File: src/rtl/core/stuffed_frame_receiver_crc8_core_defines.svh
// assertion macros for the stuffed frame receiver core
`ifndef STUFFED_FRAME_RECEIVER_CRC8_CORE_DEFINES_SVH
`define STUFFED_FRAME_RECEIVER_CRC8_CORE_DEFINES_SVH

// same-cycle implication, sampled on clk_i, off during reset
`define SFR_ASSERT_NOW(label, ante, cons) \
  label: assert property (@(posedge clk_i) disable iff (!rst_ni) (ante) |-> (cons)) \
    else $error("sfr assertion failed");

// next-cycle implication, sampled on clk_i, off during reset
`define SFR_ASSERT_NEXT(label, ante, cons) \
  label: assert property (@(posedge clk_i) disable iff (!rst_ni) (ante) |=> (cons)) \
    else $error("sfr assertion failed");

`endif

File: src/rtl/core/sfr_pkg.sv
// types, constants and crc function shared by the stuffed frame receiver
`timescale 1ns / 1ps
package sfr_pkg;

  localparam int unsigned ApbAddrW = 5;
  localparam int unsigned ApbDataW = 32;
  localparam logic [7:0]  CrcPoly  = 8'h18;

  typedef enum logic [2:0] {
    PH_IDLE = 3'd0,
    PH_ADDR = 3'd1,
    PH_CMD  = 3'd2,
    PH_NBT  = 3'd3,
    PH_DATA = 3'd4
  } phase_e;

  typedef enum logic [1:0] {
    KIND_BYTE = 2'd0,
    KIND_GOOD = 2'd1,
    KIND_ERR  = 2'd2
  } kind_e;

  typedef enum logic [2:0] {
    REG_OWN_ADDR    = 3'd0,
    REG_FRAME_END   = 3'd1,
    REG_ESCAPE      = 3'd2,
    REG_ESC_END     = 3'd3,
    REG_ESC_ESCAPE  = 3'd4,
    REG_CRC_START   = 3'd5,
    REG_MAX_LENGTH  = 3'd6
  } reg_idx_e;

  typedef struct packed {
    logic [6:0] own_address;
    logic [7:0] frame_end_code;
    logic [7:0] escape_code;
    logic [7:0] escaped_end_code;
    logic [7:0] escaped_escape_code;
    logic [7:0] crc_start;
    logic [7:0] max_length;
  } cfg_t;

  typedef struct packed {
    logic       valid;
    kind_e      kind;
    logic [7:0] value;
    logic [7:0] position;
  } res_t;

  // reflected crc-8, one byte, lsb first
  function automatic logic [7:0] crc_feed(input logic [7:0] crc_in, input logic [7:0] data_in);
    logic [7:0] crc;
    logic [7:0] data;
    crc  = crc_in;
    data = data_in;
    for (int k = 0; k < 8; k++) begin
      if (data[0] ^ crc[0]) begin
        crc = ((crc ^ CrcPoly) >> 1) | 8'h80;
      end else begin
        crc = (crc >> 1) & 8'h7F;
      end
      data = data >> 1;
    end
    return crc;
  endfunction

endpackage

File: src/rtl/core/sfr_rx_if.sv
// handshake channel carrying received line words
`timescale 1ns / 1ps
interface sfr_rx_if;
  logic       valid;
  logic       ready;
  logic [7:0] rx_byte;
  logic       line_error;

  modport source (output valid, output rx_byte, output line_error, input ready);
  modport sink   (input valid, input rx_byte, input line_error, output ready);
endinterface

File: src/rtl/core/sfr_res_if.sv
// handshake channel carrying result words
`timescale 1ns / 1ps
interface sfr_res_if;
  logic          valid;
  logic          ready;
  sfr_pkg::kind_e kind;
  logic [7:0]    value;
  logic [7:0]    position;

  modport source (output valid, output kind, output value, output position, input ready);
  modport sink   (input valid, input kind, input value, input position, output ready);
endinterface

File: src/rtl/core/stuffed_frame_receiver_crc8_core.sv
// top level of the stuffed frame receiver with crc-8 check
//
//   channel  dir  handshake      payload
//   rx_i     in   valid/ready    rx_byte, line_error
//   res_o    out  valid/ready    kind, value, position
//   apb      in   psel/penable   paddr, pwdata -> prdata, pready
//
// one word per cycle sustained unless res_o stalls; a word sees an input
// register, then the unstuffing and crc logic, then the result register
// reset clears the packet state and loads the default codes; no clearing pass
// a stalled result register holds the input register, which, once full, holds rx_i
`timescale 1ns / 1ps
module stuffed_frame_receiver_crc8_core (
  input  logic                          clk_i,
  input  logic                          rst_ni,
  sfr_rx_if.sink                        rx_i,
  sfr_res_if.source                     res_o,
  input  logic                          psel,
  input  logic                          penable,
  input  logic                          pwrite,
  input  logic [sfr_pkg::ApbAddrW-1:0]  paddr,
  input  logic [sfr_pkg::ApbDataW-1:0]  pwdata,
  output logic [sfr_pkg::ApbDataW-1:0]  prdata,
  output logic                          pready
);

  sfr_pkg::cfg_t cfg;
  sfr_pkg::res_t res;

  logic       in_valid_q;
  logic [7:0] in_byte_q;
  logic       in_err_q;
  logic       out_valid_q;
  sfr_pkg::kind_e out_kind_q;
  logic [7:0] out_value_q;
  logic [7:0] out_pos_q;
  logic       adv;
  logic       wr_en;

  assign pready = 1'b1;
  assign wr_en  = psel && penable && pwrite;

  sfr_cfg_regs u_cfg (
    .clk_i     (clk_i),
    .rst_ni    (rst_ni),
    .wr_en_i   (wr_en),
    .wr_idx_i  (paddr[4:2]),
    .wr_data_i (pwdata[7:0]),
    .rd_idx_i  (paddr[4:2]),
    .rd_data_o (prdata),
    .cfg_o     (cfg)
  );

  assign adv        = !out_valid_q || res_o.ready;
  assign rx_i.ready = !in_valid_q || adv;

  always_ff @(posedge clk_i or negedge rst_ni) begin
    if (!rst_ni) begin
      in_valid_q <= 1'b0;
    end else if (rx_i.ready) begin
      in_valid_q <= rx_i.valid;
    end
  end

  always_ff @(posedge clk_i) begin
    if (rx_i.ready) begin
      in_byte_q <= rx_i.rx_byte;
      in_err_q  <= rx_i.line_error;
    end
  end

  sfr_parser u_parser (
    .clk_i        (clk_i),
    .rst_ni       (rst_ni),
    .fire_i       (in_valid_q && adv),
    .rx_byte_i    (in_byte_q),
    .line_error_i (in_err_q),
    .cfg_i        (cfg),
    .res_o        (res)
  );

  always_ff @(posedge clk_i or negedge rst_ni) begin
    if (!rst_ni) begin
      out_valid_q <= 1'b0;
    end else if (adv) begin
      out_valid_q <= res.valid;
    end
  end

  always_ff @(posedge clk_i) begin
    if (adv && res.valid) begin
      out_kind_q  <= res.kind;
      out_value_q <= res.value;
      out_pos_q   <= res.position;
    end
  end

  assign res_o.valid    = out_valid_q;
  assign res_o.kind     = out_kind_q;
  assign res_o.value    = out_value_q;
  assign res_o.position = out_pos_q;

endmodule

File: src/rtl/core/sfr_cfg_regs.sv
// apb configuration registers of the stuffed frame receiver
`timescale 1ns / 1ps
module sfr_cfg_regs (
  input  logic                          clk_i,
  input  logic                          rst_ni,
  input  logic                          wr_en_i,
  input  logic [2:0]                    wr_idx_i,
  input  logic [7:0]                    wr_data_i,
  input  logic [2:0]                    rd_idx_i,
  output logic [sfr_pkg::ApbDataW-1:0]  rd_data_o,
  output sfr_pkg::cfg_t                 cfg_o
);

  sfr_pkg::cfg_t cfg_q;
  sfr_pkg::cfg_t cfg_d;

  always_comb begin
    cfg_d = cfg_q;
    if (wr_en_i) begin
      unique case (sfr_pkg::reg_idx_e'(wr_idx_i))
        sfr_pkg::REG_OWN_ADDR:   cfg_d.own_address         = wr_data_i[6:0];
        sfr_pkg::REG_FRAME_END:  cfg_d.frame_end_code      = wr_data_i;
        sfr_pkg::REG_ESCAPE:     cfg_d.escape_code         = wr_data_i;
        sfr_pkg::REG_ESC_END:    cfg_d.escaped_end_code    = wr_data_i;
        sfr_pkg::REG_ESC_ESCAPE: cfg_d.escaped_escape_code = wr_data_i;
        sfr_pkg::REG_CRC_START:  cfg_d.crc_start           = wr_data_i;
        sfr_pkg::REG_MAX_LENGTH: cfg_d.max_length          = wr_data_i;
        default: ;
      endcase
    end
  end

  always_ff @(posedge clk_i or negedge rst_ni) begin
    if (!rst_ni) begin
      cfg_q.own_address         <= 7'd1;
      cfg_q.frame_end_code      <= 8'd192;
      cfg_q.escape_code         <= 8'd219;
      cfg_q.escaped_end_code    <= 8'd220;
      cfg_q.escaped_escape_code <= 8'd221;
      cfg_q.crc_start           <= 8'd222;
      cfg_q.max_length          <= 8'd128;
    end else begin
      cfg_q <= cfg_d;
    end
  end

  always_comb begin
    rd_data_o = '0;
    unique case (sfr_pkg::reg_idx_e'(rd_idx_i))
      sfr_pkg::REG_OWN_ADDR:   rd_data_o[6:0] = cfg_q.own_address;
      sfr_pkg::REG_FRAME_END:  rd_data_o[7:0] = cfg_q.frame_end_code;
      sfr_pkg::REG_ESCAPE:     rd_data_o[7:0] = cfg_q.escape_code;
      sfr_pkg::REG_ESC_END:    rd_data_o[7:0] = cfg_q.escaped_end_code;
      sfr_pkg::REG_ESC_ESCAPE: rd_data_o[7:0] = cfg_q.escaped_escape_code;
      sfr_pkg::REG_CRC_START:  rd_data_o[7:0] = cfg_q.crc_start;
      sfr_pkg::REG_MAX_LENGTH: rd_data_o[7:0] = cfg_q.max_length;
      default: ;
    endcase
  end

  assign cfg_o = cfg_q;

endmodule

File: src/rtl/core/sfr_parser.sv
// unstuffing, packet state tracking and crc check for one word per cycle while fire_i is high
`timescale 1ns / 1ps
`include "stuffed_frame_receiver_crc8_core_defines.svh"
module sfr_parser (
  input  logic          clk_i,
  input  logic          rst_ni,
  input  logic          fire_i,
  input  logic [7:0]    rx_byte_i,
  input  logic          line_error_i,
  input  sfr_pkg::cfg_t cfg_i,
  output sfr_pkg::res_t res_o
);

  sfr_pkg::phase_e phase_q, phase_d;
  logic [7:0] prev_q, prev_d;
  logic [7:0] crc_q, crc_d;
  logic [6:0] cmd_q, cmd_d;
  logic [7:0] count_q, count_d;
  logic [7:0] index_q, index_d;

  logic            is_start;
  logic            esc_pending;
  logic            bad_esc;
  logic            skip;
  logic [7:0]      dec;
  logic            is_addr;
  logic            addr_ok;
  logic            more;
  logic            live;
  logic            in_frame;
  logic [7:0]      crc_next;
  sfr_pkg::phase_e eff_phase;

  // shared decode of the current word
  always_comb begin
    is_start    = rx_byte_i == cfg_i.frame_end_code;
    esc_pending = prev_q == cfg_i.escape_code;
    bad_esc     = esc_pending && (rx_byte_i != cfg_i.escaped_escape_code)
                  && (rx_byte_i != cfg_i.escaped_end_code);
    skip        = !esc_pending && (rx_byte_i == cfg_i.escape_code);
    if (!esc_pending) begin
      dec = rx_byte_i;
    end else if (rx_byte_i == cfg_i.escaped_escape_code) begin
      dec = cfg_i.escape_code;
    end else begin
      dec = cfg_i.frame_end_code;
    end
    is_addr   = (phase_q == sfr_pkg::PH_ADDR) && dec[7];
    addr_ok   = (dec[6:0] == 7'd0) || (dec[6:0] == cfg_i.own_address);
    more      = index_q < count_q;
    in_frame  = fire_i && !line_error_i && !is_start && (phase_q != sfr_pkg::PH_IDLE);
    live      = in_frame && !bad_esc && !skip;
    eff_phase = (phase_q == sfr_pkg::PH_ADDR) ? sfr_pkg::PH_CMD : phase_q;
    crc_next  = sfr_pkg::crc_feed(crc_q, is_addr ? {1'b0, dec[6:0]} : dec);
  end

  // next state
  always_comb begin
    phase_d = phase_q;
    prev_d  = prev_q;
    crc_d   = crc_q;
    cmd_d   = cmd_q;
    count_d = count_q;
    index_d = index_q;
    if (fire_i && line_error_i) begin
      phase_d = sfr_pkg::PH_IDLE;
    end else if (fire_i && is_start) begin
      prev_d  = rx_byte_i;
      crc_d   = sfr_pkg::crc_feed(cfg_i.crc_start, rx_byte_i);
      phase_d = sfr_pkg::PH_ADDR;
    end else if (in_frame) begin
      prev_d = rx_byte_i;
      if (bad_esc) begin
        phase_d = sfr_pkg::PH_IDLE;
      end else if (!skip) begin
        if (is_addr) begin
          if (addr_ok) begin
            crc_d   = crc_next;
            phase_d = sfr_pkg::PH_CMD;
          end else begin
            phase_d = sfr_pkg::PH_IDLE;
          end
        end else begin
          unique case (eff_phase)
            sfr_pkg::PH_CMD: begin
              if (dec[7]) begin
                phase_d = sfr_pkg::PH_IDLE;
              end else begin
                cmd_d   = dec[6:0];
                crc_d   = crc_next;
                phase_d = sfr_pkg::PH_NBT;
              end
            end
            sfr_pkg::PH_NBT: begin
              if (dec > cfg_i.max_length) begin
                phase_d = sfr_pkg::PH_IDLE;
              end else begin
                count_d = dec;
                index_d = 8'd0;
                crc_d   = crc_next;
                phase_d = sfr_pkg::PH_DATA;
              end
            end
            sfr_pkg::PH_DATA: begin
              if (more) begin
                index_d = index_q + 8'd1;
                crc_d   = crc_next;
              end else begin
                phase_d = sfr_pkg::PH_IDLE;
              end
            end
            default: phase_d = sfr_pkg::PH_IDLE;
          endcase
        end
      end
    end
  end

  // result word
  always_comb begin
    res_o.valid    = 1'b0;
    res_o.kind     = sfr_pkg::KIND_ERR;
    res_o.value    = 8'd0;
    res_o.position = 8'd0;
    if (fire_i && line_error_i) begin
      res_o.valid = 1'b1;
    end else if (in_frame && bad_esc) begin
      res_o.valid = 1'b1;
    end else if (live && !is_addr) begin
      unique case (eff_phase)
        sfr_pkg::PH_CMD: res_o.valid = dec[7];
        sfr_pkg::PH_NBT: res_o.valid = dec > cfg_i.max_length;
        sfr_pkg::PH_DATA: begin
          res_o.valid = 1'b1;
          if (more) begin
            res_o.kind     = sfr_pkg::KIND_BYTE;
            res_o.value    = dec;
            res_o.position = index_q;
          end else if (dec == crc_q) begin
            res_o.kind     = sfr_pkg::KIND_GOOD;
            res_o.value    = {1'b0, cmd_q};
            res_o.position = count_q;
          end
        end
        default: ;
      endcase
    end
  end

  always_ff @(posedge clk_i or negedge rst_ni) begin
    if (!rst_ni) begin
      phase_q <= sfr_pkg::PH_IDLE;
      prev_q  <= 8'd0;
      crc_q   <= 8'd0;
      cmd_q   <= 7'd0;
      count_q <= 8'd0;
      index_q <= 8'd0;
    end else begin
      phase_q <= phase_d;
      prev_q  <= prev_d;
      crc_q   <= crc_d;
      cmd_q   <= cmd_d;
      count_q <= count_d;
      index_q <= index_d;
    end
  end

  `SFR_ASSERT_NOW(a_res_needs_word, res_o.valid, fire_i)
  `SFR_ASSERT_NEXT(a_line_err_idle, fire_i && line_error_i, phase_q == sfr_pkg::PH_IDLE)
  `SFR_ASSERT_NOW(a_index_bound, phase_q == sfr_pkg::PH_DATA, index_q <= count_q)
  `SFR_ASSERT_NOW(a_good_full, res_o.valid && (res_o.kind == sfr_pkg::KIND_GOOD),
                  (index_q == count_q) && (res_o.position == count_q))

endmodule
File: src/flat_wrapper.sv
// flat-port wrapper written by rule: the top's interface ports become plain ports
module stuffed_frame_receiver_crc8_core_flat 
  (clk_i, rst_ni, psel, penable, pwrite, paddr, pwdata, prdata, pready, rx_i_valid, rx_i_rx_byte, rx_i_line_error, rx_i_ready, res_o_valid, res_o_kind, res_o_value, res_o_position, res_o_ready);
  sfr_rx_if rx_i_i ();
  sfr_res_if res_o_i ();
  input  logic clk_i;
  input  logic rst_ni;
  input  logic psel;
  input  logic penable;
  input  logic pwrite;
  input  logic [sfr_pkg::ApbAddrW-1:0] paddr;
  input  logic [sfr_pkg::ApbDataW-1:0] pwdata;
  output logic [sfr_pkg::ApbDataW-1:0] prdata;
  output logic pready;
  input wire logic [$bits(rx_i_i.valid)-1:0] rx_i_valid;
  input wire logic [$bits(rx_i_i.rx_byte)-1:0] rx_i_rx_byte;
  input wire logic [$bits(rx_i_i.line_error)-1:0] rx_i_line_error;
  output wire logic [$bits(rx_i_i.ready)-1:0] rx_i_ready;
  output wire logic [$bits(res_o_i.valid)-1:0] res_o_valid;
  output wire logic [$bits(res_o_i.kind)-1:0] res_o_kind;
  output wire logic [$bits(res_o_i.value)-1:0] res_o_value;
  output wire logic [$bits(res_o_i.position)-1:0] res_o_position;
  input wire logic [$bits(res_o_i.ready)-1:0] res_o_ready;
  assign rx_i_i.valid = rx_i_valid;
  assign rx_i_i.rx_byte = rx_i_rx_byte;
  assign rx_i_i.line_error = rx_i_line_error;
  assign rx_i_ready = rx_i_i.ready;
  assign res_o_valid = res_o_i.valid;
  assign res_o_kind = res_o_i.kind;
  assign res_o_value = res_o_i.value;
  assign res_o_position = res_o_i.position;
  assign res_o_i.ready = res_o_ready;
  stuffed_frame_receiver_crc8_core u_core (.clk_i(clk_i), .rst_ni(rst_ni), .rx_i(rx_i_i), .res_o(res_o_i), .psel(psel), .penable(penable), .pwrite(pwrite), .paddr(paddr), .pwdata(pwdata), .prdata(prdata), .pready(pready));
endmodule
File: config.mk
export PLATFORM = sky130hd
export DESIGN_NAME = stuffed_frame_receiver_crc8_core_flat
export DESIGN_NICKNAME = d
export VERILOG_FILES = /design/src/rtl/core/sfr_pkg.sv /design/src/rtl/core/sfr_rx_if.sv /design/src/rtl/core/sfr_res_if.sv /design/src/rtl/core/stuffed_frame_receiver_crc8_core.sv /design/src/rtl/core/sfr_cfg_regs.sv /design/src/rtl/core/sfr_parser.sv /design/src/flat_wrapper.sv
export VERILOG_INCLUDE_DIRS = /design/src /design/src/rtl/core
export SDC_FILE = /design/constraint.sdc
export NUM_CORES = 1
export LEC_CHECK = 0
export ABC_AREA = 1
export BUFFER_PORTS_ARGS = -buffer_cell sky130_fd_sc_hd__buf_2
export CORE_AREA = 2 2 127 129
export CTS_CLUSTER_SIZE = 14
export DETAILED_ROUTE_END_ITERATION = 6
export DIE_AREA = 0 0 129 131
export GPL_TIMING_DRIVEN = 0
export PLACE_DENSITY_LB_ADDON = 0.08
export SLEW_MARGIN = 5
export SYNTH_ARGS = -nofsm -noshare
export SYNTH_HDL_FRONTEND = slang
export SYNTH_SLANG_ARGS = --single-unit
File: constraint.sdc
create_clock -name clk_i -period 3.1 [get_ports clk_i]
set_clock_uncertainty 0.15 [all_clocks]
set_input_delay 0.93 -clock clk_i [delete_from_list [all_inputs] [get_ports clk_i]]
set_output_delay 0.93 -clock clk_i [all_outputs]
set_load 0.02 [all_outputs]
# Yosys cells after proc, flatten, opt, wreduce, memory -nomap -nowiden
# Cells that the tools add are included.
[word_totals]
output_inout_bits = 53
input_bits = 53
word_cells = 212
rom_bits = 0
reg_bits = 126
memories = 0
ram_bits = 0
latchBits = 0
[op_classes]
mul = 0
mux = 69
magnitude_cmp = 2
bitwise = 41
eq_ne = 28
shift = 0
n_reduce_logical = 50
add_sub_neg = 1
div = 0
[ops]
columns = ["op", "count"]
rows = [
  ["two-way mux 8 bit", 46],
  ["two-way mux 18 bit", 3],
  ["case mux 7 bit (7 select lines)", 1],
  ["== test 8 bit", 5],
  ["inverter 2 bit", 16],
  ["two-way mux 3 bit", 9],
  ["case mux 8 bit (3 select lines)", 1],
  ["two-way mux 19 bit", 1],
  ["AND reduction 9 bit", 2],
  ["logical AND 1 bit", 17],
  ["!= test 8 bit", 2],
  ["case mux 8 bit (2 select lines)", 1],
  ["AND reduction 2 bit", 8],
  ["AND reduction 8 bit", 2],
  ["bitwise XOR 1 bit", 16],
  ["== test 3 x 2 -> 1 bit (second input constant)", 4],
  ["== test 3 bit (second input constant)", 4],
  ["!= test 4 bit (second input constant)", 3],
  ["inverter 1 bit", 9],
  ["case mux 3 bit (3 select lines)", 1],
  ["adder 8 x 1 -> 8 bit (second input constant)", 1],
  ["> comparator 8 bit", 1],
  ["zero test 1 bit", 8],
  ["< comparator 8 bit", 1],
  ["20 further kinds", 29],
]

# Longest topological paths before layout
# Gate-level depths: netlist of run 1.
[logic_depth]
ltp_word = 33
mapped_depth = 27
mapped_depth_nobuf = 24

# By module
# A second synthesis of run 1 with hierarchy kept.
[unflattened]
hier_cells = 1066
area_unflattened_um2 = 8272.9
[by_module_without_submodules]
columns = ["mod", "instances", "cells_each", "area_per_inst_um2", "seq_area_each_um2"]
rows = [
  ["sfr_parser", 1, 672, 4531.8, 1051.0],
  ["sfr_cfg_regs", 1, 349, 2803.9, 1410.1],
  ["stuffed_frame_receiver_crc8_core", 1, 45, 937.1, 860.8],
]

# Least setup slack after synthesis of run 1
# Ideal clock, no wire load.
[synth_timing]
path_type = "register to register"
start = "reg u_core.u_cfg.cfg_q, in the netlist u_core.u_cfg.cfg_o[35]"
end = "reg u_core.out_kind_q[0], in the netlist u_core.res_o.kind[0] (enable)"
synth_period_minus_slack_ns = 3.377
path_slack_ns = -0.277
path_buffers = 1
setup_time_ns = 0.378
path_stages_with_launch = 20
arrival_time_ns = 2.849
path_cell_list = "dfstp_2 -> xor2_1 -> nor2_1 -> nand2_2 -> nor2_8 -> inv_4 -> buf_6 -> nand2_2 -> nand2_4 -> ha_1 -> a21oi_1 -> nor2_1 -> a211oi_1 -> o21ai_0 -> o311ai_0 -> nand2_1 -> inv_1 -> o21ai_0 -> nand2_1 -> nand2_1"
[synth_lines]
columns = ["element", "line_no", "rtl"]
rows = [
  ["from (decl)", "sfr_cfg_regs.sv:14", "sfr_pkg::cfg_t cfg_q;"],
  ["from (signal assigned)", "sfr_cfg_regs.sv:43", "cfg_q <= cfg_d;"],
  ["== test 8 bit", "sfr_parser.sv:37", "esc_pending = prev_q == cfg_i.escape_code;"],
  ["two-way mux 8 bit", "sfr_parser.sv:41", "if (!esc_pending) begin"],
  ["net u_core.u_parser.dec[5]", "sfr_parser.sv:25", "logic [7:0] dec;"],
  ["> comparator 8 bit", "sfr_parser.sv:132", "sfr_pkg::PH_NBT: res_o.valid = dec > cfg_i.max_length;"],
  ["case mux 1 bit (3 select lines)", "sfr_parser.sv:130", "unique case (eff_phase)"],
  ["two-way mux 19 bit", "sfr_parser.sv:129", "end else if (live && !is_addr) begin"],
  ["two-way mux 1 bit", "sfr_parser.sv:127", "end else if (in_frame && bad_esc) begin"],
  ["two-way mux 1 bit", "sfr_parser.sv:125", "if (fire_i && line_error_i) begin"],
  ["logical AND 1 bit", "stuffed_frame_receiver_crc8_core.sv:91", "if (adv && res.valid) begin"],
  ["to (signal assigned)", "stuffed_frame_receiver_crc8_core.sv:92", "out_kind_q <= res.kind;"],
  ["to (decl)", "stuffed_frame_receiver_crc8_core.sv:34", "sfr_pkg::kind_e out_kind_q;"],
]
# The timed path passes the listed nets, and every way through them passes these cells.
# A chain may end at the register's enable or synchronous reset.

# Final worst setup path of run 1
[layout_timing]
start = "reg u_core.u_cfg.cfg_q, in the netlist u_core.u_cfg.cfg_o[19]"
end = "reg u_core.u_parser.crc_q[7]"
[layout_lines]
columns = ["element", "line_no", "rtl"]
rows = [
  ["== test 8 bit (*)", "sfr_parser.sv:43", "end else if (rx_byte_i == cfg_i.escaped_escape_code) begin"],
  ["two-way mux 8 bit (*)", "sfr_parser.sv:43", ""],
  ["two-way mux 8 bit (*)", "sfr_parser.sv:41", ""],
  ["net u_core.u_parser.dec[4]", "sfr_parser.sv:25", ""],
  ["two-way mux 8 bit", "sfr_parser.sv:54", "crc_next = sfr_pkg::crc_feed(crc_q, is_addr ? {1'b0, dec[6:0]} : dec);"],
  ["bitwise XOR 1 bit", "sfr_pkg.sv:57", "if (data[0] ^ crc[0]) begin"],
  ["two-way mux 8 bit (3 in series)", "sfr_pkg.sv:57", ""],
  ["bitwise XOR 1 bit", "sfr_pkg.sv:57", ""],
  ["two-way mux 8 bit", "sfr_pkg.sv:57", ""],
  ["two-way mux 8 bit (on tied branches)", "sfr_parser.sv:105, sfr_parser.sv:86, sfr_parser.sv:95", ""],
  ["case mux 8 bit (3 select lines)", "sfr_parser.sv:84", "unique case (eff_phase)"],
  ["two-way mux 8 bit", "sfr_parser.sv:76", "if (is_addr) begin"],
  ["two-way mux 8 bit", "sfr_parser.sv:75", "end else if (!skip) begin"],
  ["two-way mux 8 bit", "sfr_parser.sv:73", "if (bad_esc) begin"],
  ["two-way mux 8 bit", "sfr_parser.sv:71", "end else if (in_frame) begin"],
  ["two-way mux 8 bit", "sfr_parser.sv:67", "end else if (fire_i && is_start) begin"],
  ["to (signal assigned)", "sfr_parser.sv:161", "crc_q <= crc_d;"],
  ["to (decl)", "sfr_parser.sv:16", "logic [7:0] crc_q, crc_d;"],
]
# The timed path passes the listed nets; every way through them passes the cells marked *. The select of a mux whose other input is x is not followed.

==> metrics.md, run 1 <==
| Metric | Value |
|---|---|
| Run status | finished with violations |
| Crit Path Max Fanout | 8 |
| Fin util | 0.693 |
| Peak Freq | 300 MHz |
| Final Max Slew Viols | 0 |
| WP data required | 3.27 ns |
| Cell Area, Synth | 8130 um^2 |
| Chip Height | 131 um |
| Total die area | 16900 um^2 |
| Pre-CTS setup slack | -0.679 ns |
| Most common cell after layout, fill and taps aside | nand2_1 |
| 1st-iter DRT viols | 699 |
| Initial Util | 0.521 |
| YS warnings | 0 |
| Slack of the critical path | -0.229 ns |
| Root buf cell | clkbuf_16 |
| Clk sinks | 126 |
| Crit path launch type | register |
| GRT Resource Usage Total | 0.312 |
| Ant. Diodes | 0 |
| Slowest cell on the critical path | dfstp_2 |
| Layout filler cell count | 1249 |
| Max cap viols | 0 |
| Ys async rst share | 0.786 |
| GRT overflow | 0 |
| H-Tree Depth | 4 |
| Fin nets | 1232 |
| Die span in x | 129 um |
| HP Class | input port to asynchronous set/reset pin |
| Post-DP HPWL | 17500 um |
| Routed vias | 7587 |
| Area Overhead vs Synth | 32.9% |
| Clk Latency, worst-skew pair | 0.44 ns |
| Post-route cell area | 10800 um^2 |
| Largest delay contributor family on the critical path | simple AND/OR/NAND/NOR gates |
| Via density | 5.45 |
| Crit path DAT | 3.50 ns |
| Relative slew slack | 0.370 |
| Final WL | 25800 um |
| Longest Clk Path Bufs | 2 |
| Placed Instance Area | 8820 um^2 |
| Primary FF master, synth | dfrtp_1 |
| Synth top area cells | dfrtp_1 22%, nand2_1 12%, edfxtp_1 10% |
| Tmin final | 3.33 ns |
| Io pins | 106 |
| Drt pass-1 iters | 7 |
| GPL Wtd Cong | 1.02 |
| Worst VDD drop | 0.500 mV |
| CTS tree | yes |
| Max incr delay on CP | 0.58 ns |
| Yosys top cell area share | 0.222 |
| Crit-path cells | xnor2_2 -> nand2_2 -> nor2_8 -> nand2_4 -> buf_12 -> nand2_4 -> nand3_4 -> nand2_8 -> inv_8 -> ha_4 -> nand4_1 -> o21ai_2 -> o311ai_4 -> nand2_2 -> nand2_2 -> nand2_2 -> nand3_2 -> nand3_4 -> inv_6 -> buf_8 -> nand2_2 -> o21ai_2 |
| DRC viols | 4 |
| RSZ-0062 raised after global routing | true |
| Metal2 WL | 12500 um |
| Core footprint | 15600 um^2 |
| WS Path Type | register to register |
| Most frequent CP cell | nand2_2 |
| P_leak | 0.00506 uW |
| Inserted Clock Buffers | 17 |
| Number of I/O port buffers | 54 |
| Highest Signal Layer | met4 |
| Initial antenna violation count | 0 |
| First-pass GRT wire length | 38900 um |
| Worst Setup End Kind | register |
| CTS Hold Bufs | 0 |
| CP Buf/Inv Count | 4 |
| Largest net degree at the start of global routing | 68 |
| Final Hold Viols | 0 |
| Layout cell share with drive strength beyond 1 | 0.349 |
| Worst-path clk slew | 0.06 ns |
| Register area share after synthesis | 0.408 |
| Routed len/inst | 18.6 um |
| Slew @ Worst Pin | 0.942 ns |
| Setup Viol. Count Final | 48 |
| Yosys reg bits | 126 |
| Failing checks | DRC, setup timing |
| Power density over the cells | 833 nW/um^2 |
| Metal3 WL | 1810 um |
| Most frequent cells in the layout | 230 x nand2_1, 92 x inv_1, 79 x buf_4, 76 x o21ai_0, 70 x dfrtp_1 |
| EDFF count, synth | 27 |
| Vias in the first global route | 7046 |
| Netlist cell types | 54 |
| Avg Cell Area, Syn | 8.12 um^2 |
| Final worst path period share | 1.07 |
| Mapped Cells | 1001 |
| Antenna viol nets, final | 0 |
| FP Rows | 46 |
| M1 WL | 9830 um |
| Area leader, netlist | dfrtp_1 |
timing repair:
action / in CTS / in global routing
pin swaps: 27 / 29
setup endpoints to repair: 52 / 84
gates cloned: 6 / 1
resized for setup: 114 / 98
buffers inserted: 37 / 22
cells by family after synthesis:
kind of cell / after synthesis / share of synthesized area
flip-flops: 126 / 0.408
adder cells (fa/ha/maj): 16 / 0.0246
buffers and inverters: 170 / 0.102
AO/OA/AOI/OAI: 173 / 0.122
other: 2 / 0.000923
AND/OR/NAND/NOR: 455 / 0.275
XOR/XNOR: 59 / 0.0672
metal layers:
metal | up-vias | track usage
met5 | - | 0
met4 | 0 | 0.183
met3 | 117 | 0.0603
met2 | 384 | 0.526
met1 | 3513 | 0.374
li1 | 3573 | -
worst paths after layout:
path / startpoint / endpoint / slack (ns) / depth (start not counted)
max: u_core.u_cfg.cfg_o[19] / u_core.u_parser.crc_q[7] / -0.23 / 22
min: rst_ni / u_core.u_parser.index_q[6] / 0.31 / 1
max reg2reg: u_core.u_cfg.cfg_o[19] / u_core.u_parser.crc_q[7] / -0.23 / 22
min reg2reg: u_core.u_parser.cmd_q[3] / u_core.u_parser.cmd_q[3] / 0.34 / 2
max in group asynchronous: rst_ni / u_core.u_cfg.cfg_o[32] / 1.75 / 2
min in group clk_i: u_core.u_parser.cmd_q[3] / u_core.u_parser.cmd_q[3] / 0.34 / 2
where the power goes:
group / switching (uW) / total (uW) / internal, uW
clock: 810 / 2250 / 1440
sequential: 382 / 2600 / 2220
combinational: 2610 / 4150 / 1540
Yosys cell counts (10+ instances only):
| cell type | count |
|---|---|
| nand3_1 | 51 |
| nand2_1 | 255 |
| nand2_4 | 12 |
| inv_1 | 105 |
| a21oi_1 | 36 |
| nand4_1 | 15 |
| xor2_1 | 29 |
| inv_2 | 11 |
| dfrtp_1 | 72 |
| o22ai_1 | 16 |
| edfxtp_1 | 27 |
| nor3_1 | 13 |
| ha_1 | 16 |
| xnor2_1 | 26 |
| clkbuf_1 | 10 |
| buf_4 | 27 |
| o21ai_0 | 87 |
| nand2_2 | 28 |
| nor2_1 | 52 |
| buf_6 | 10 |
| dfstp_2 | 27 |
area by class of cell:
class | count | area, um^2 | area share
Multi-Input combinational cell | 732 | 4740 | 0.439
Sequential cell | 126 | 3320 | 0.308
Timing Repair Buffer | 115 | 870 | 0.0805
Inverter | 120 | 522 | 0.0483
Clock buffer | 17 | 425 | 0.0394
Buffer | 50 | 414 | 0.0383
Tap cell | 216 | 270 | 0.0250
Clock inverter | 15 | 235 | 0.0218
Timing Repair inverter | 1 | 5.00 | 0.000463
flip-flops by register name, summed over array words and instances (netlist names):
register / cells
u_core.res_o.value: 8
u_core.u_parser.prev_q: 8
u_core.u_parser.count_q: 8
u_core.in_byte_q: 8
u_core.in_err_q: 1
u_core.u_parser.cmd_q: 7
u_core.u_parser.crc_q: 8
u_core.in_valid_q: 1
u_core.res_o.position: 8
u_core.res_o.kind: 2
u_core.u_parser.index_q: 8
u_core.u_cfg.cfg_o: 55
u_core.res_o.valid: 1
u_core.u_parser.phase_q: 3
stage by stage:
| step | hold WS [ns] | std cells | TNS [ns] | power [uW] |
|---|---|---|---|---|
| finish | 0.305 | 1392 | -7.72 | 9000 |
| global route | 0.345 | 1392 | -13.94 | 9540 |
| CTS | 0.328 | 1370 | -5.13 | 8650 |
| detailed placement | 0.325 | 1295 | -30.02 | 5940 |
| global placement | 0.317 | 1294 | -36.95 | 5890 |
| floorplan | 0.303 | 1024 | 0 | 5070 |
Note: power is estimated with default switching activity, not from simulation.
==> run 2, diff against run 1 <==
Settings changed: MAX_ROUTING_LAYER set to met4.
==> run 2 against run 1 <==
The run ends with setup timing left; sequential cell count did not move; global-route usage rose by 0.40 points; clock power barely moved.
==> metrics.md, run 2 (synthesis results as in run 1) <==
| Metric | Value |
|---|---|
| Run status | finished with violations |
| Failing checks | setup timing |
| Area Overhead vs Synth | 32.7% |
| GRT Resource Usage Total | 0.316 |
| Worst Setup End Kind | register |
| Layout cell share with drive strength beyond 1 | 0.338 |
| CTS tree | yes |
| Crit-path cells | buf_6 -> inv_4 -> nand2_1 -> nand3_4 -> nor2_8 -> nand2_4 -> buf_12 -> nand2_4 -> nand3_4 -> nand2_8 -> inv_8 -> ha_4 -> nand4_1 -> o311ai_4 -> nand2_2 -> nand2_4 -> nand2_2 -> nand3_2 -> nand3_4 -> inv_6 -> clkbuf_16 -> o21ai_2 -> nand2_1 |
| Die span in x | 129 um |
| WP data required | 3.32 ns |
| 1st-iter DRT viols | 631 |
| Antenna viol nets, final | 0 |
| Stages on worst setup path | 23 |
| Io pins | 106 |
| RSZ-0062 raised after global routing | true |
| Highest Signal Layer | met4 |
| P_leak | 0.00509 uW |
| WS Path Type | register to register |
| Total die area | 16900 um^2 |
| Dpl cells | 1295 |
| Comb pwr share | 0.464 |
| Most frequent cells in the layout | 235 x nand2_1, 95 x inv_1, 84 x buf_4, 73 x o21ai_0, 71 x dfrtp_1 |
| CP Buf/Inv Count | 6 |
| Relative slew slack | 0.353 |
| Longest Clk Path Bufs | 2 |
| Number of I/O port buffers | 54 |
| Peak Freq | 293 MHz |
| Fin util | 0.692 |
| Final Max Slew Viols | 0 |
| Worst VDD drop | 0.473 mV |
| Sw Share | 0.421 |
| Max reg flops | 55 |
| Slowest cell on the critical path | o311ai_4 |
| Ant. Diodes | 0 |
| Clock network power share | 0.250 |
| Largest net degree at the start of global routing | 69 |
| Max cap viols | 0 |
| Metal2 WL | 12500 um |
| Chip Height | 131 um |
| GPL Wtd Cong | 1.04 |
| Initial Util | 0.521 |
| Root buf cell | clkbuf_16 |
| Final WL | 25800 um |
| Post-DP HPWL | 17400 um |
| FP Rows | 46 |
| Max incr delay on CP | 0.38 ns |
| Final worst path period share | 1.10 |
| Initial antenna violation count | 0 |
| HP Class | input port to asynchronous set/reset pin |
| Int Pwr | 5240 uW |
| Inserted Clock Buffers | 17 |
| Worst-path clk slew | 0.06 ns |
| DRC viols | 0 |
| Final Hold Viols | 0 |
| Most common cell after layout, fill and taps aside | nand2_1 |
| Tmin final | 3.41 ns |
| Largest delay contributor family on the critical path | simple AND/OR/NAND/NOR gates |
| Drt pass-1 iters | 6 |
| GRT overflow | 0 |
| Worst R2R Path Depth | 23 |
| Routed vias | 7514 |
| Routed len/inst | 18.4 um |
| Crit Path Max Fanout | 7 |
| Clk sinks | 126 |
| Fin nets | 1239 |
| Crit path DAT | 3.63 ns |
| Setup Viol. Count Final | 45 |
| Slew @ Worst Pin | 0.967 ns |
| Vias in the first global route | 6824 |
| Non-filler instance count after layout | 1399 |
| Layout filler cell count | 1300 |
| H-Tree Depth | 4 |
| Via density | 5.37 |
| Power density over the cells | 838 nW/um^2 |
| First-pass GRT wire length | 38100 um |
| Sequential group share of total power | 0.286 |
| Slack of the critical path | -0.310 ns |
| Switch Pwr | 3800 uW |
| Metal3 WL | 1660 um |
| Clk Latency, worst-skew pair | 0.44 ns |
| Core footprint | 15600 um^2 |
| Crit path launch type | register |
| M1 WL | 10000 um |
run 2: cell count changes in the layout (fill, tap and decap cells not counted), sizes merged:
| cell | change |
|---|---|
| inv | +5 |
| clkinv | -3 |
| nand2 | +1 |
| clkbuf | +1 |
| clkinvlp | -2 |
| buf | +5 |
run 2: worst paths after layout:
path | slack (ns) | start | to
setup / recovery | -0.31 | u_core.in_byte_q[0] | u_core.u_parser.crc_q[5]
hold reg to reg | 0.34 | u_core.u_parser.count_q[1] | u_core.u_parser.count_q[1]
hold / removal | 0.30 | rst_ni | u_core.u_parser.index_q[6]
max in group asynchronous | 1.74 | rst_ni | u_core.u_cfg.cfg_o[32]
min in group clk_i | 0.34 | u_core.u_parser.count_q[1] | u_core.u_parser.count_q[1]
setup reg to reg | -0.31 | u_core.in_byte_q[0] | u_core.u_parser.crc_q[5]
run 2: layout make-up:
type | count | area (um^2) | share of cell area
plain buffers | 50 | 415 | 0.0385
multi-input cells | 733 | 4670 | 0.432
clock inverters | 15 | 231 | 0.0214
well taps | 216 | 270 | 0.0250
clock buffers | 17 | 425 | 0.0394
inverters | 120 | 518 | 0.0480
repair buffers | 121 | 936 | 0.0867
flip-flops and latches | 126 | 3320 | 0.308
repair inverters | 1 | 6.26 | 0.000580
run 2: what timing repair did:
action,CTS,global route
buffers inserted,41,24
pin swaps,32,33
hold buffers,0,0
cloned,3,5
setup endpoints to repair,52,83
resized for setup,81,101
run 2: power by group through the flow:
stage               logic, uW  registers [uW]  clock network [uW]
finish                   4200            2580                2260
global route             4590            2640                2340
CTS                      3680            2560                2280
detailed placement       3340            2600                   0
global placement         3290            2600                   0
floorplan                2510            2560                   0
run 2: metrics by stage:
step                      instance area (um^2)  hold slack (ns)  setup TNS (ns)  total power, uW  worst slack (ns)
final                                    10800            0.296          -10.06             9040            -0.310
after global routing                     10800            0.320          -16.65             9570            -0.462
after CTS                                10100            0.314           -8.97             8520            -0.253
after detailed placement                  8820            0.324          -28.63             5940            -0.648
after global placement                    8790            0.317          -35.36             5890            -0.618
after floorplan                           8250            0.303               0             5070            0.0414
run 2: routing by layer:
metal  vias up  GRT usage
met1      3506      0.367
met5         -          -
met3       102     0.0651
met2       325      0.519
met4         0      0.168
li1       3581          -
==> run 3, diff against run 2 <==
Settings changed: RECOVER_POWER set to 25.
==> run 3 against run 2 <==
The flow finishes with violations (capacitance limit, slew limit, setup timing); non-clock buffer count did not move; critical path type unchanged; routed wire length grew 0.24%; largest cell class unchanged; clock-buffer cell count stayed put; register-to-register slack about the same; total power is essentially flat; cell count stayed put; combinational power hardly changed; critical path depth did not move; maximum frequency increased by 0.11%.
==> metrics.md, run 3 (synthesis results as in run 1) <==
| Metric | Value |
|---|---|
| Fin nets | 1239 |
| GRT Resource Usage Total | 0.316 |
| Final worst path period share | 1.10 |
| Routed vias | 7550 |
| P_leak | 0.00508 uW |
| FP Rows | 46 |
| DRC viols | 0 |
| Setup Viol. Count Final | 45 |
| 1st-iter DRT viols | 692 |
| Run status | finished with violations |
| Peak Freq | 294 MHz |
| Longest Clk Path Bufs | 2 |
| Vias in the first global route | 6824 |
| H-Tree Depth | 4 |
| Clk Latency, worst-skew pair | 0.44 ns |
| GPL Wtd Cong | 1.04 |
| Relative slew slack | -0.216 |
| Int Pwr | 5240 uW |
| Sequential group share of total power | 0.286 |
| Clk sinks | 126 |
| Core footprint | 15600 um^2 |
| Inserted Clock Buffers | 17 |
| Worst-path clk slew | 0.06 ns |
| Total die area | 16900 um^2 |
| Post-DP HPWL | 17400 um |
| Chip Height | 131 um |
| GRT overflow | 0 |
| CTS tree | yes |
| Final Hold Viols | 0 |
| Power density over the cells | 839 nW/um^2 |
| Worst R2R Setup Slack | -0.31 ns |
| Sw Share | 0.421 |
| Via density | 5.40 |
| Fin Setup TNS | -9.83 ns |
| Crit Path Max Fanout | 7 |
| Number of I/O port buffers | 54 |
| Switch Pwr | 3800 uW |
| Worst VDD drop | 0.471 mV |
| HP Class | register to register |
| WS Path Type | register to register |
| Post-route cell area | 10800 um^2 |
| Slew @ Worst Pin | 1.82 ns |
| Max cap viols | 1 |
| Area Overhead vs Synth | 32.4% |
| Clock network power share | 0.250 |
| Layout cell share with drive strength beyond 1 | 0.337 |
| Fin util | 0.690 |
| Largest net degree at the start of global routing | 69 |
| Placed Instance Area | 8820 um^2 |
| Total power | 9040 uW |
| Antenna viol nets, final | 0 |
| Max reg flops | 55 |
| Io pins | 106 |
| Comb pwr share | 0.464 |
| Final Max Slew Viols | 33 |
| Drt pass-1 iters | 6 |
| Crit path launch type | register |
| Initial antenna violation count | 0 |
| First-pass GRT wire length | 38100 um |
| Worst Setup End Kind | register |
| Most frequent cells in the layout | 235 x nand2_1, 95 x inv_1, 84 x buf_4, 73 x o21ai_0, 71 x dfrtp_1 |
| Routed len/inst | 18.5 um |
| Final WL | 25900 um |
| Root buf cell | clkbuf_16 |
| Initial Util | 0.521 |
| Die span in x | 129 um |
| Crit path DAT | 3.63 ns |
| Failing checks | capacitance limit, slew limit, setup timing |
| Most common cell after layout, fill and taps aside | nand2_1 |
| Ant. Diodes | 0 |
| Slack of the critical path | -0.306 ns |
| WP data required | 3.32 ns |
| Tmin final | 3.41 ns |
| RSZ-0062 raised after global routing | true |
| Hold_ws | 0.335 ns |
| CTS Hold Bufs | 0 |
==> run 3: cell count changes in the layout (fill, tap and decap cells not counted) <==
cell      before  now
clkbuf_1      10   11
buf_16         1    0
==> run 3: final cells by class <==
type                    instances  area [um^2]
plain buffers                  50          415
clock buffers                  17          425
clock inverters                15          231
fillers                      1304         4830
inverters                     120          518
multi-input cells             733         4670
flip-flops and latches        126         3320
well taps                     216          270
repair buffers                121          912
repair inverters                1         6.26
==> run 3: what timing repair did <==
item	4_1_cts	5_1_grt
pin swaps	32	33
resized for setup	81	101
cloned	3	5
setup buffers	41	24
setup endpoints to repair	52	83
==> run 3: metrics by stage <==
step	setup slack, ns	instances
after global routing	-0.462	1399
after CTS	-0.253	1371
after detailed placement	-0.648	1295
after global placement	-0.618	1294
after floorplan	0.0414	1024
final	-0.306	1399
==> run 3: power by group through the flow <==
| stage | logic [uW] | clock network, uW | registers [uW] |
|---|---|---|---|
| floorplan | 2510 | 0 | 2560 |
| global placement | 3290 | 0 | 2600 |
| detailed placement | 3340 | 0 | 2600 |
| CTS | 3680 | 2280 | 2560 |
| global route | 4590 | 2340 | 2640 |
| finish | 4200 | 2260 | 2580 |
==> run 3: per-layer routing <==
metal	share of wire	wire, um	GRT usage
met1	0.38	9910	0.367
met2	0.49	12700	0.519
met3	0.070	1800	0.0651
met4	0.057	1470	0.168
met5	0	0	-
==> run 3: path summary, 6_finish.rpt <==
check                                           start                         end  cells after the start
setup / recovery                  u_core.in_byte_q[0]    u_core.u_parser.crc_q[5]                     23
hold / removal             u_core.u_parser.count_q[1]  u_core.u_parser.count_q[1]                      2
setup reg to reg                  u_core.in_byte_q[0]    u_core.u_parser.crc_q[5]                     23
hold reg to reg            u_core.u_parser.count_q[1]  u_core.u_parser.count_q[1]                      2
max in group asynchronous                      rst_ni      u_core.u_cfg.cfg_o[37]                      2
min in group asynchronous                      rst_ni  u_core.u_parser.index_q[6]                      1
==> run 3: worst max-delay path, cell delays in order (launching register included) <==
cell	delay (ns)
edfxtp_1	0.34
buf_6	0.18
inv_4	0.08
nand2_1	0.10
nand3_4	0.10
nor2_8	0.16
nand2_4	0.09
buf_12	0.15
nand2_4	0.06
nand3_4	0.10
nand2_8	0.11
inv_8	0.04
ha_4	0.24
nand4_1	0.18
o311ai_4	0.38
nand2_2	0.15
nand2_4	0.12
nand2_2	0.06
nand3_2	0.08
nand3_4	0.11
inv_6	0.10
clkbuf_16	0.15
o21ai_2	0.05
nand2_1	0.06
